## config.mk

```make
export PLATFORM = sky130hd
export DESIGN_NAME = dotted_quad_ip_parser_flat
export DESIGN_NICKNAME = d
export VERILOG_FILES = /design/src/hw/rtl/dqip_pkg.sv /design/src/hw/rtl/dqip_req_if.sv /design/src/hw/rtl/dqip_rsp_if.sv /design/src/hw/rtl/dotted_quad_ip_parser.sv /design/src/flat_wrapper.sv
export VERILOG_INCLUDE_DIRS = /design/src /design/src/hw/rtl
export SDC_FILE = /design/constraint.sdc
export NUM_CORES = 1
export LEC_CHECK = 0
export ABC_AREA = 1
export ABC_CLOCK_PERIOD_IN_PS = 3900
export BUFFER_PORTS_ARGS = -buffer_cell sky130_fd_sc_hd__buf_4
export CAP_MARGIN = 20
export CORE_MARGIN = 2
export CORE_UTILIZATION = 45
export CTS_CLUSTER_SIZE = 30
export DETAILED_ROUTE_END_ITERATION = 8
export PLACE_DENSITY = 0.62
export SYNTH_ARGS = -nofsm -noshare
export SYNTH_HDL_FRONTEND = slang
export SYNTH_SLANG_ARGS = --single-unit
export TNS_END_PERCENT = 10
```

## constraint.sdc

```tcl
create_clock -name clock -period 3.9 [get_ports clock]
set_clock_uncertainty 0.05 [all_clocks]
set_input_delay 0.195 -clock clock [delete_from_list [all_inputs] [get_ports clock]]
set_output_delay 0.195 -clock clock [all_outputs]
set_load 0.05 [all_outputs]
```

## src/hw/rtl/dotted_quad_ip_parser_assert.svh

```systemverilog
// Assertion macros shared by the dotted-quad parser RTL.
// Depends on nothing; files that check their own logic include this header.
`ifndef DOTTED_QUAD_IP_PARSER_ASSERT_SVH
`define DOTTED_QUAD_IP_PARSER_ASSERT_SVH

// Clocked check, switched off while reset is high.
`define DQIP_ASSERT(label, clk, rst, prop, msg) \
   label: assert property (@(posedge clk) disable iff (rst) prop) else $error(msg);

// Clocked check that also holds through reset.
`define DQIP_ASSERT_ALWAYS(label, clk, prop, msg) \
   label: assert property (@(posedge clk) prop) else $error(msg);

`endif

```

## src/hw/rtl/dqip_pkg.sv

```systemverilog
// Types and character constants for the dotted-quad address parser.
// Depends on nothing; used by the channel interfaces and the top level.
package dqip_pkg;

   typedef logic [7:0] octet_type;
   typedef logic [7:0] char_type;

   // Character codes
   localparam char_type CH_ZERO = 8'h30;
   localparam char_type CH_NINE = 8'h39;
   localparam char_type CH_DOT  = 8'h2E;

   // Octet value that never appears in a valid address
   localparam octet_type OCTET_FORBIDDEN = 8'hFF;

   // Group and dot limits
   localparam logic [1:0] MAX_GROUP_DIGITS = 2'd3;
   localparam logic [2:0] DOTS_NEEDED      = 3'd3;
   localparam logic [2:0] DOT_SAT          = 3'd4;

   // Result status codes
   localparam logic STATUS_OK  = 1'b0;
   localparam logic STATUS_BAD = 1'b1;

endpackage

```

## src/hw/rtl/dqip_req_if.sv

```systemverilog
// Character channel of the dotted-quad parser: valid/ready, one character and a last flag.
// Depends on dqip_pkg.
interface dqip_req_if;
   import dqip_pkg::*;

   logic     valid;
   logic     ready;
   char_type ch;
   logic     last;

   modport source (output valid, output ch, output last, input ready);
   modport sink   (input valid, input ch, input last, output ready);

endinterface

```

## src/hw/rtl/dqip_rsp_if.sv

```systemverilog
// Result channel of the dotted-quad parser: valid/ready, status and four octets.
// Depends on dqip_pkg.
interface dqip_rsp_if;
   import dqip_pkg::*;

   logic      valid;
   logic      ready;
   logic      status;
   octet_type octet_a;
   octet_type octet_b;
   octet_type octet_c;
   octet_type octet_d;

   modport source (output valid, output status, output octet_a, output octet_b,
                   output octet_c, output octet_d, input ready);
   modport sink   (input valid, input status, input octet_a, input octet_b,
                   input octet_c, input octet_d, output ready);

endinterface

```

## src/hw/rtl/dotted_quad_ip_parser.sv

```systemverilog
// Dotted-quad IPv4 address parser, one character beat per cycle.
// The result beat is registered and becomes valid in the cycle after the beat flagged last.
// Throughput: one character per cycle; input stalls only while a result waits.
// The result register parts the two channels, so a new character is taken
// in the same cycle that a waiting result is drained.
// Reset (synchronous, active high) clears the parse state and the result valid.
// Depends on dqip_pkg, dqip_req_if, dqip_rsp_if and the assertion header.
module dotted_quad_ip_parser (
   input logic       clock,
   input logic       reset,
   dqip_req_if.sink  req_if,
   dqip_rsp_if.source rsp_if
);
   import dqip_pkg::*;

   `include "dotted_quad_ip_parser_assert.svh"

   // Parse state
   logic            bad_seen_ff, bad_seen_in;
   logic [2:0]      dot_count_ff, dot_count_in;
   logic [1:0]      group_digits_ff, group_digits_in;
   logic [9:0]      group_value_ff, group_value_in;
   octet_type       done_octets_ff [3];
   octet_type       done_octets_in [3];

   // Result register
   logic            rsp_valid_ff, rsp_valid_in;
   logic            status_ff, status_in;
   octet_type       octet_a_ff, octet_a_in;
   octet_type       octet_b_ff, octet_b_in;
   octet_type       octet_c_ff, octet_c_in;
   octet_type       octet_d_ff, octet_d_in;

   // State after the current character, before the end-of-string clear
   logic            upd_bad;
   logic [2:0]      upd_dots;
   logic [1:0]      upd_digits;
   logic [9:0]      upd_value;
   octet_type       upd_octets [3];

   logic            accept;
   logic            load;
   logic            is_digit;
   logic            is_dot;
   logic [3:0]      digit;
   octet_type       last_octet;
   logic            addr_ok;

   // Take a beat whenever the result register is empty or being drained
   assign req_if.ready = !rsp_valid_ff || rsp_if.ready;
   assign accept       = req_if.valid && req_if.ready;
   assign load         = accept && req_if.last;

   // Classify the character
   assign is_digit = (req_if.ch inside {[CH_ZERO:CH_NINE]});
   assign is_dot   = (req_if.ch == CH_DOT);
   assign digit    = 4'(req_if.ch - CH_ZERO);

   // Advance the parse state by one character
   always_comb begin
      upd_bad    = bad_seen_ff;
      upd_dots   = dot_count_ff;
      upd_digits = group_digits_ff;
      upd_value  = group_value_ff;
      for (int k = 0; k < 3; k++) begin
         upd_octets[k] = done_octets_ff[k];
      end
      if (is_digit) begin
         if (group_digits_ff >= MAX_GROUP_DIGITS) begin
            upd_bad = 1'b1;
         end else begin
            upd_digits = group_digits_ff + 2'd1;
            // value * 10 + digit; at most 999 with fewer than three digits held
            upd_value  = (group_value_ff << 3) + (group_value_ff << 1) + 10'(digit);
         end
      end else if (is_dot) begin
         // Close the group into the octet slot picked by the dot count
         for (int k = 0; k < 3; k++) begin
            if (dot_count_ff == 3'(k)) begin
               upd_octets[k] = group_value_ff[7:0];
            end
         end
         if (dot_count_ff < DOT_SAT) begin
            upd_dots = dot_count_ff + 3'd1;
         end
         upd_digits = '0;
         upd_value  = '0;
      end else begin
         upd_bad = 1'b1;
      end
   end

   // Judge the address as it stands after this character
   assign last_octet = upd_value[7:0];
   assign addr_ok = !upd_bad && (upd_dots == DOTS_NEEDED)
                    && (upd_octets[0] != OCTET_FORBIDDEN)
                    && (upd_octets[1] != OCTET_FORBIDDEN)
                    && (upd_octets[2] != OCTET_FORBIDDEN)
                    && (last_octet    != OCTET_FORBIDDEN)
                    && (upd_octets[0] != 8'd0)
                    && (last_octet    != 8'd0);

   // Commit the state; drop it all at the end of a string
   always_comb begin
      bad_seen_in     = bad_seen_ff;
      dot_count_in    = dot_count_ff;
      group_digits_in = group_digits_ff;
      group_value_in  = group_value_ff;
      for (int k = 0; k < 3; k++) begin
         done_octets_in[k] = done_octets_ff[k];
      end
      if (accept) begin
         if (req_if.last) begin
            bad_seen_in     = 1'b0;
            dot_count_in    = '0;
            group_digits_in = '0;
            group_value_in  = '0;
            for (int k = 0; k < 3; k++) begin
               done_octets_in[k] = '0;
            end
         end else begin
            bad_seen_in     = upd_bad;
            dot_count_in    = upd_dots;
            group_digits_in = upd_digits;
            group_value_in  = upd_value;
            for (int k = 0; k < 3; k++) begin
               done_octets_in[k] = upd_octets[k];
            end
         end
      end
   end

   // Load the result beat on the last character, hold it until taken
   always_comb begin
      rsp_valid_in = rsp_valid_ff && !rsp_if.ready;
      status_in    = status_ff;
      octet_a_in   = octet_a_ff;
      octet_b_in   = octet_b_ff;
      octet_c_in   = octet_c_ff;
      octet_d_in   = octet_d_ff;
      if (load) begin
         rsp_valid_in = 1'b1;
         status_in    = addr_ok ? STATUS_OK : STATUS_BAD;
         octet_a_in   = addr_ok ? upd_octets[0] : 8'd0;
         octet_b_in   = addr_ok ? upd_octets[1] : 8'd0;
         octet_c_in   = addr_ok ? upd_octets[2] : 8'd0;
         octet_d_in   = addr_ok ? last_octet    : 8'd0;
      end
   end

   // Control registers
   always_ff @(posedge clock) begin
      if (reset) begin
         bad_seen_ff     <= 1'b0;
         dot_count_ff    <= '0;
         group_digits_ff <= '0;
         group_value_ff  <= '0;
         for (int k = 0; k < 3; k++) begin
            done_octets_ff[k] <= '0;
         end
         rsp_valid_ff    <= 1'b0;
      end else begin
         bad_seen_ff     <= bad_seen_in;
         dot_count_ff    <= dot_count_in;
         group_digits_ff <= group_digits_in;
         group_value_ff  <= group_value_in;
         for (int k = 0; k < 3; k++) begin
            done_octets_ff[k] <= done_octets_in[k];
         end
         rsp_valid_ff    <= rsp_valid_in;
      end
   end

   // Result payload
   always_ff @(posedge clock) begin
      status_ff  <= status_in;
      octet_a_ff <= octet_a_in;
      octet_b_ff <= octet_b_in;
      octet_c_ff <= octet_c_in;
      octet_d_ff <= octet_d_in;
   end

   assign rsp_if.valid   = rsp_valid_ff;
   assign rsp_if.status  = status_ff;
   assign rsp_if.octet_a = octet_a_ff;
   assign rsp_if.octet_b = octet_b_ff;
   assign rsp_if.octet_c = octet_c_ff;
   assign rsp_if.octet_d = octet_d_ff;

   // Checks
   `DQIP_ASSERT(a_last_gives_result, clock, reset, load |=> rsp_valid_ff, "last beat gave no result")
   `DQIP_ASSERT(a_last_clears_state, clock, reset, load |=> (!bad_seen_ff && dot_count_ff == 3'd0 && group_digits_ff == 2'd0 && group_value_ff == 10'd0), "state not cleared after last beat")
   `DQIP_ASSERT(a_bad_zero_octets, clock, reset, (rsp_valid_ff && status_ff == STATUS_BAD) |-> (octet_a_ff == 8'd0 && octet_b_ff == 8'd0 && octet_c_ff == 8'd0 && octet_d_ff == 8'd0), "bad address with nonzero octets")
   `DQIP_ASSERT(a_ok_octets_legal, clock, reset, (rsp_valid_ff && status_ff == STATUS_OK) |-> (octet_a_ff != 8'd0 && octet_d_ff != 8'd0 && octet_b_ff != OCTET_FORBIDDEN), "valid address with illegal octet")
   `DQIP_ASSERT_ALWAYS(a_dots_saturate, clock, reset || (dot_count_ff <= DOT_SAT), "dot count beyond saturation")

endmodule

```

## src/flat_wrapper.sv

```systemverilog
// flat-port wrapper written by rule: the top's interface ports become plain ports
module dotted_quad_ip_parser_flat import dqip_pkg::*;
  (clock, reset, req_if_valid, req_if_ch, req_if_last, req_if_ready, rsp_if_valid, rsp_if_status, rsp_if_octet_a, rsp_if_octet_b, rsp_if_octet_c, rsp_if_octet_d, rsp_if_ready);
  dqip_req_if req_if_i ();
  dqip_rsp_if rsp_if_i ();
  input logic clock;
  input logic reset;
  input wire logic [$bits(req_if_i.valid)-1:0] req_if_valid;
  input wire logic [$bits(req_if_i.ch)-1:0] req_if_ch;
  input wire logic [$bits(req_if_i.last)-1:0] req_if_last;
  output wire logic [$bits(req_if_i.ready)-1:0] req_if_ready;
  output wire logic [$bits(rsp_if_i.valid)-1:0] rsp_if_valid;
  output wire logic [$bits(rsp_if_i.status)-1:0] rsp_if_status;
  output wire logic [$bits(rsp_if_i.octet_a)-1:0] rsp_if_octet_a;
  output wire logic [$bits(rsp_if_i.octet_b)-1:0] rsp_if_octet_b;
  output wire logic [$bits(rsp_if_i.octet_c)-1:0] rsp_if_octet_c;
  output wire logic [$bits(rsp_if_i.octet_d)-1:0] rsp_if_octet_d;
  input wire logic [$bits(rsp_if_i.ready)-1:0] rsp_if_ready;
  assign req_if_i.valid = req_if_valid;
  assign req_if_i.ch = req_if_ch;
  assign req_if_i.last = req_if_last;
  assign req_if_ready = req_if_i.ready;
  assign rsp_if_valid = rsp_if_i.valid;
  assign rsp_if_status = rsp_if_i.status;
  assign rsp_if_octet_a = rsp_if_i.octet_a;
  assign rsp_if_octet_b = rsp_if_i.octet_b;
  assign rsp_if_octet_c = rsp_if_i.octet_c;
  assign rsp_if_octet_d = rsp_if_i.octet_d;
  assign rsp_if_i.ready = rsp_if_ready;
  dotted_quad_ip_parser u_core (.clock(clock), .reset(reset), .req_if(req_if_i), .rsp_if(rsp_if_i));
endmodule
```

==> results.toml <==
[run_status]
status = "finished, final reports clean"

[final_layout]
fin_area_um2 = 4996
area.growth.synth_to_final_pct = 13.76
regArea_um2 = 1772
drive_gt1_share_pct = 18.40
nNetsFinal = 688
antennaDiodeCount = 0
multi_input_area_um2 = 2107
fillerInstances = 1034

[power_and_ir_drop]
worst_ir_drop_vdd_mv = 0.1787
power_density_nw_per_um2 = 317.7
leakage_uw = 0.002294
internal_power_uw = 1196
p_comb_share_pct = 8.4
p_sw_uw = 391.3
power_frac_clock_pct = 40.9
p_seq_share_pct = 50.7
swShare_pct = 24.65
p_total_uw = 1587

[critical_path]
reg2reg_from = "u_core.group_value_ff[0]"
reg2reg_depth = 12
rrSetupSlack_ns = 0.64
cp-end-kind = "flip-flop"
startpoint_type = "flip-flop"
path_max_fanout = 33
r2r-end = "u_core.rsp_if.status"
cp_data_arrival_time_ns = 3.13
criticalPathCategory = "flip-flop to flip-flop"
cp.required_ns = 3.78

[timing]
timing.setup.tns_ns = 0
rsz0062_at_grt = "false"
worst_slew_pin_slew_ns = 0.9792
fin_crit_sh_pct = 83.56
finalWorstSetupSlack_ns = 0.6413
fmax_mhz = 306.9
min_period_ns = 3.259
relSlewSlack_pct = 34.56
slew_violations = 0
finalHoldViolCount = 0
setup_viol = 0

[min_path]
hold_end = "u_core.rsp_if.valid"
hold_depth = 4
hold_start = "rsp_if_ready"
hold_class = "input port to flip-flop"

[synthesis]
syn_area_um2 = 4392
yosys-top-cells-area = "edfxtp_1 23%, nand2_1 19%, dfxtp_1 18%, inv_1 7.8%, a21oi_1 5.1%"
synth_common_cells = "228 x nand2_1, 91 x inv_1, 45 x a21oi_1"
synth_cell_types = 32
synth_top_area_cell = "edfxtp_1"
ys_warn_count = 0
yosysTopAreaCellShare_pct = 22.56
postSynth.asyncResetShare_pct = 0
yosysMostFrequentCell = "nand2_1"
syn_nets = 651
ys_seq_elements = 72
syn_avg_cell_area_um2 = 7.072
synth_edf_count = 33
ys.flop_type = "dfxtp_1"
ys_seq_area_share_pct = 40.34
synthCells = 621

[clock_tree]
cts_tree = "built"
clkLatencyLatePin_ns = 0.36
cts_hold_repair.buffers = 0
ctsResizeCount = 0
cts.clk_slew.worst_paths_ns = 0.08
clockRootBuffer = "clkbuf_8"
numCtsBuffers = 9
ctsHtreeMaxLevel = 3
post_cts_buffers = 0
clock-sinks = 72
clk_path_buf_depth = 2

[die]
initial_core_util_pct = 45.56
die_area_um2 = 10570
die_w_um = 102.8
core-area_um2 = 9639
ioPinCount = 48
rows = 36
die_h_um = 102.8

[grt]
use_met3_pct = 4.271
grt_pass1_vias = 3623
grt_util_all_layers_pct = 20.61
overflow = 0
use_met1_pct = 26.58
grt_use_met2_pct = 35.14
grt_pass1_wl_mm = 16.87
grt_antenna_before_repair = 0
grt-busiest-layer = "met2"
grt_max_degree = 40

[detailed_routing]
wl_per_cell_um = 12.57
drtPass1Iterations = 4
viasPerCell = 4.793
drtIter0Drc = 170
drc = 0
routed_wl_mm = 10.00
ant_nets = 0
num_vias = 3815

[place]
place_hpwl_mm = 6.994
placed_area_um2 = 4783
numPortBuffers = 47
dp_slack_ns = 0.6762
place.gp.congestion = 0.9274

[run]
max_cap_viol_count = 0
## layout by cell type (no fill, tap or decap), types with 2 or more instances in the layout
cell / netlist / layout
nor2_1: 29 / 27
a211oi_1: 3 / 3
nand2_2: 14 / 14
o21ai_2: 4 / 4
ha_1: 15 / 15
buf_4: 3 / 51
nor2_2: 31 / 32
o21ai_1: 21 / 21
edfxtp_1: 33 / 33
nand4_1: 2 / 2
clkbuf_1: 8 / 2
clkbuf_8: 0 / 9
nand3_1: 15 / 15
o21ai_0: 13 / 13
a21oi_1: 45 / 45
inv_1: 91 / 91
nand2_1: 228 / 228
dfxtp_1: 39 / 39
nand2_4: 3 / 3
fa_1: 2 / 2
bufinv_16: 0 / 2
## final cells by class
| type | instances | share of cell area (%) |
|---|---|---|
| Inverter | 94 | 7.112 |
| Clock buffer | 11 | 2.630 |
| Clock inverter | 5 | 1.628 |
| Tap cell | 133 | 3.331 |
| Multi-Input combinational cell | 430 | 42.17 |
| Sequential cell | 72 | 35.46 |
| Timing Repair Buffer | 51 | 7.663 |
## per-stage QoR
stage | hold slack [ns] | std cells | utilization, %
finish | 0.1465 | 796 | 51.83
global placement | 0.4016 | 780 | 49.62
CTS | 0.1460 | 796 | 51.83
global route | 0.1550 | 796 | 51.83
detailed placement | 0.4055 | 780 | 49.62
floorplan | 0.3937 | 621 | -
## state kept, by name (all words and copies together), names as in the netlist
name / cells
u_core.rsp_if.octet_a: 8
u_core.bad_seen_ff: 1
u_core.rsp_if.valid: 1
u_core.dot_count_ff: 3
u_core.group_digits_ff: 2
u_core.done_octets_ff: 24
u_core.rsp_if.octet_d: 8
u_core.rsp_if.octet_b: 8
u_core.group_value_ff: 8
u_core.rsp_if.status: 1
u_core.rsp_if.octet_c: 8
## logic make-up (layout without fill, tap and decap cells)
group / Yosys count / count (layout) / share of synthesized area (%)
simple gates: 324 / 324 / 31.71
buf+inv: 119 / 161 / 11.91
compound gates: 87 / 87 / 10.46
flops: 72 / 72 / 40.34
fa+ha+maj: 17 / 17 / 5.185
xor+xnor: 2 / 2 / 0.3989
## critical path, cell delays in order, from the launching register on
cell and delay [ns]:
dfxtp_1 0.45, inv_1 0.12, fa_1 0.51, fa_1 0.47
nand3b_1 0.21, nand3_1 0.10, nand3_1 0.07, nand2_1 0.07
nand2_1 0.09, nand2_1 0.09, inv_1 0.05, nand3_1 0.12
nand3_4 0.42
## worst max path at each step
stage	from	endpoint	slack, ns	cells past startpoint
floorplan	u_core.rsp_if.valid	u_core.rsp_if.octet_a[0]	0.70	6
global route	u_core.group_value_ff[0]	u_core.rsp_if.octet_c[6]	0.39	13
global placement	u_core.group_value_ff[0]	u_core.rsp_if.octet_a[1]	0.77	14
detailed placement	u_core.group_value_ff[0]	u_core.rsp_if.status	0.68	12
finish	u_core.group_value_ff[0]	u_core.rsp_if.status	0.64	12
CTS	u_core.group_value_ff[0]	u_core.rsp_if.status	0.67	12
## routing by layer
layer  wire, µm  vias to the layer above  share of wire [%]
met5          0                        -                  0
met4        106                        0                1.1
met3        548                        9                5.5
met2       4889                       84                 49
met1       4460                     1729                 45
li1           -                     1993                  -
## power groups by stage
stage	clock [µW]	sequential [µW]	combinational, µW
2_1_floorplan	0	860	51.4
6_report	649	804	134
3_5_place_dp	0	822	135
3_3_place_gp	0	821	133
4_1_cts	658	804	135
5_1_grt	697	806	145
No activity file was read; power rests on OpenSTA's default activity.
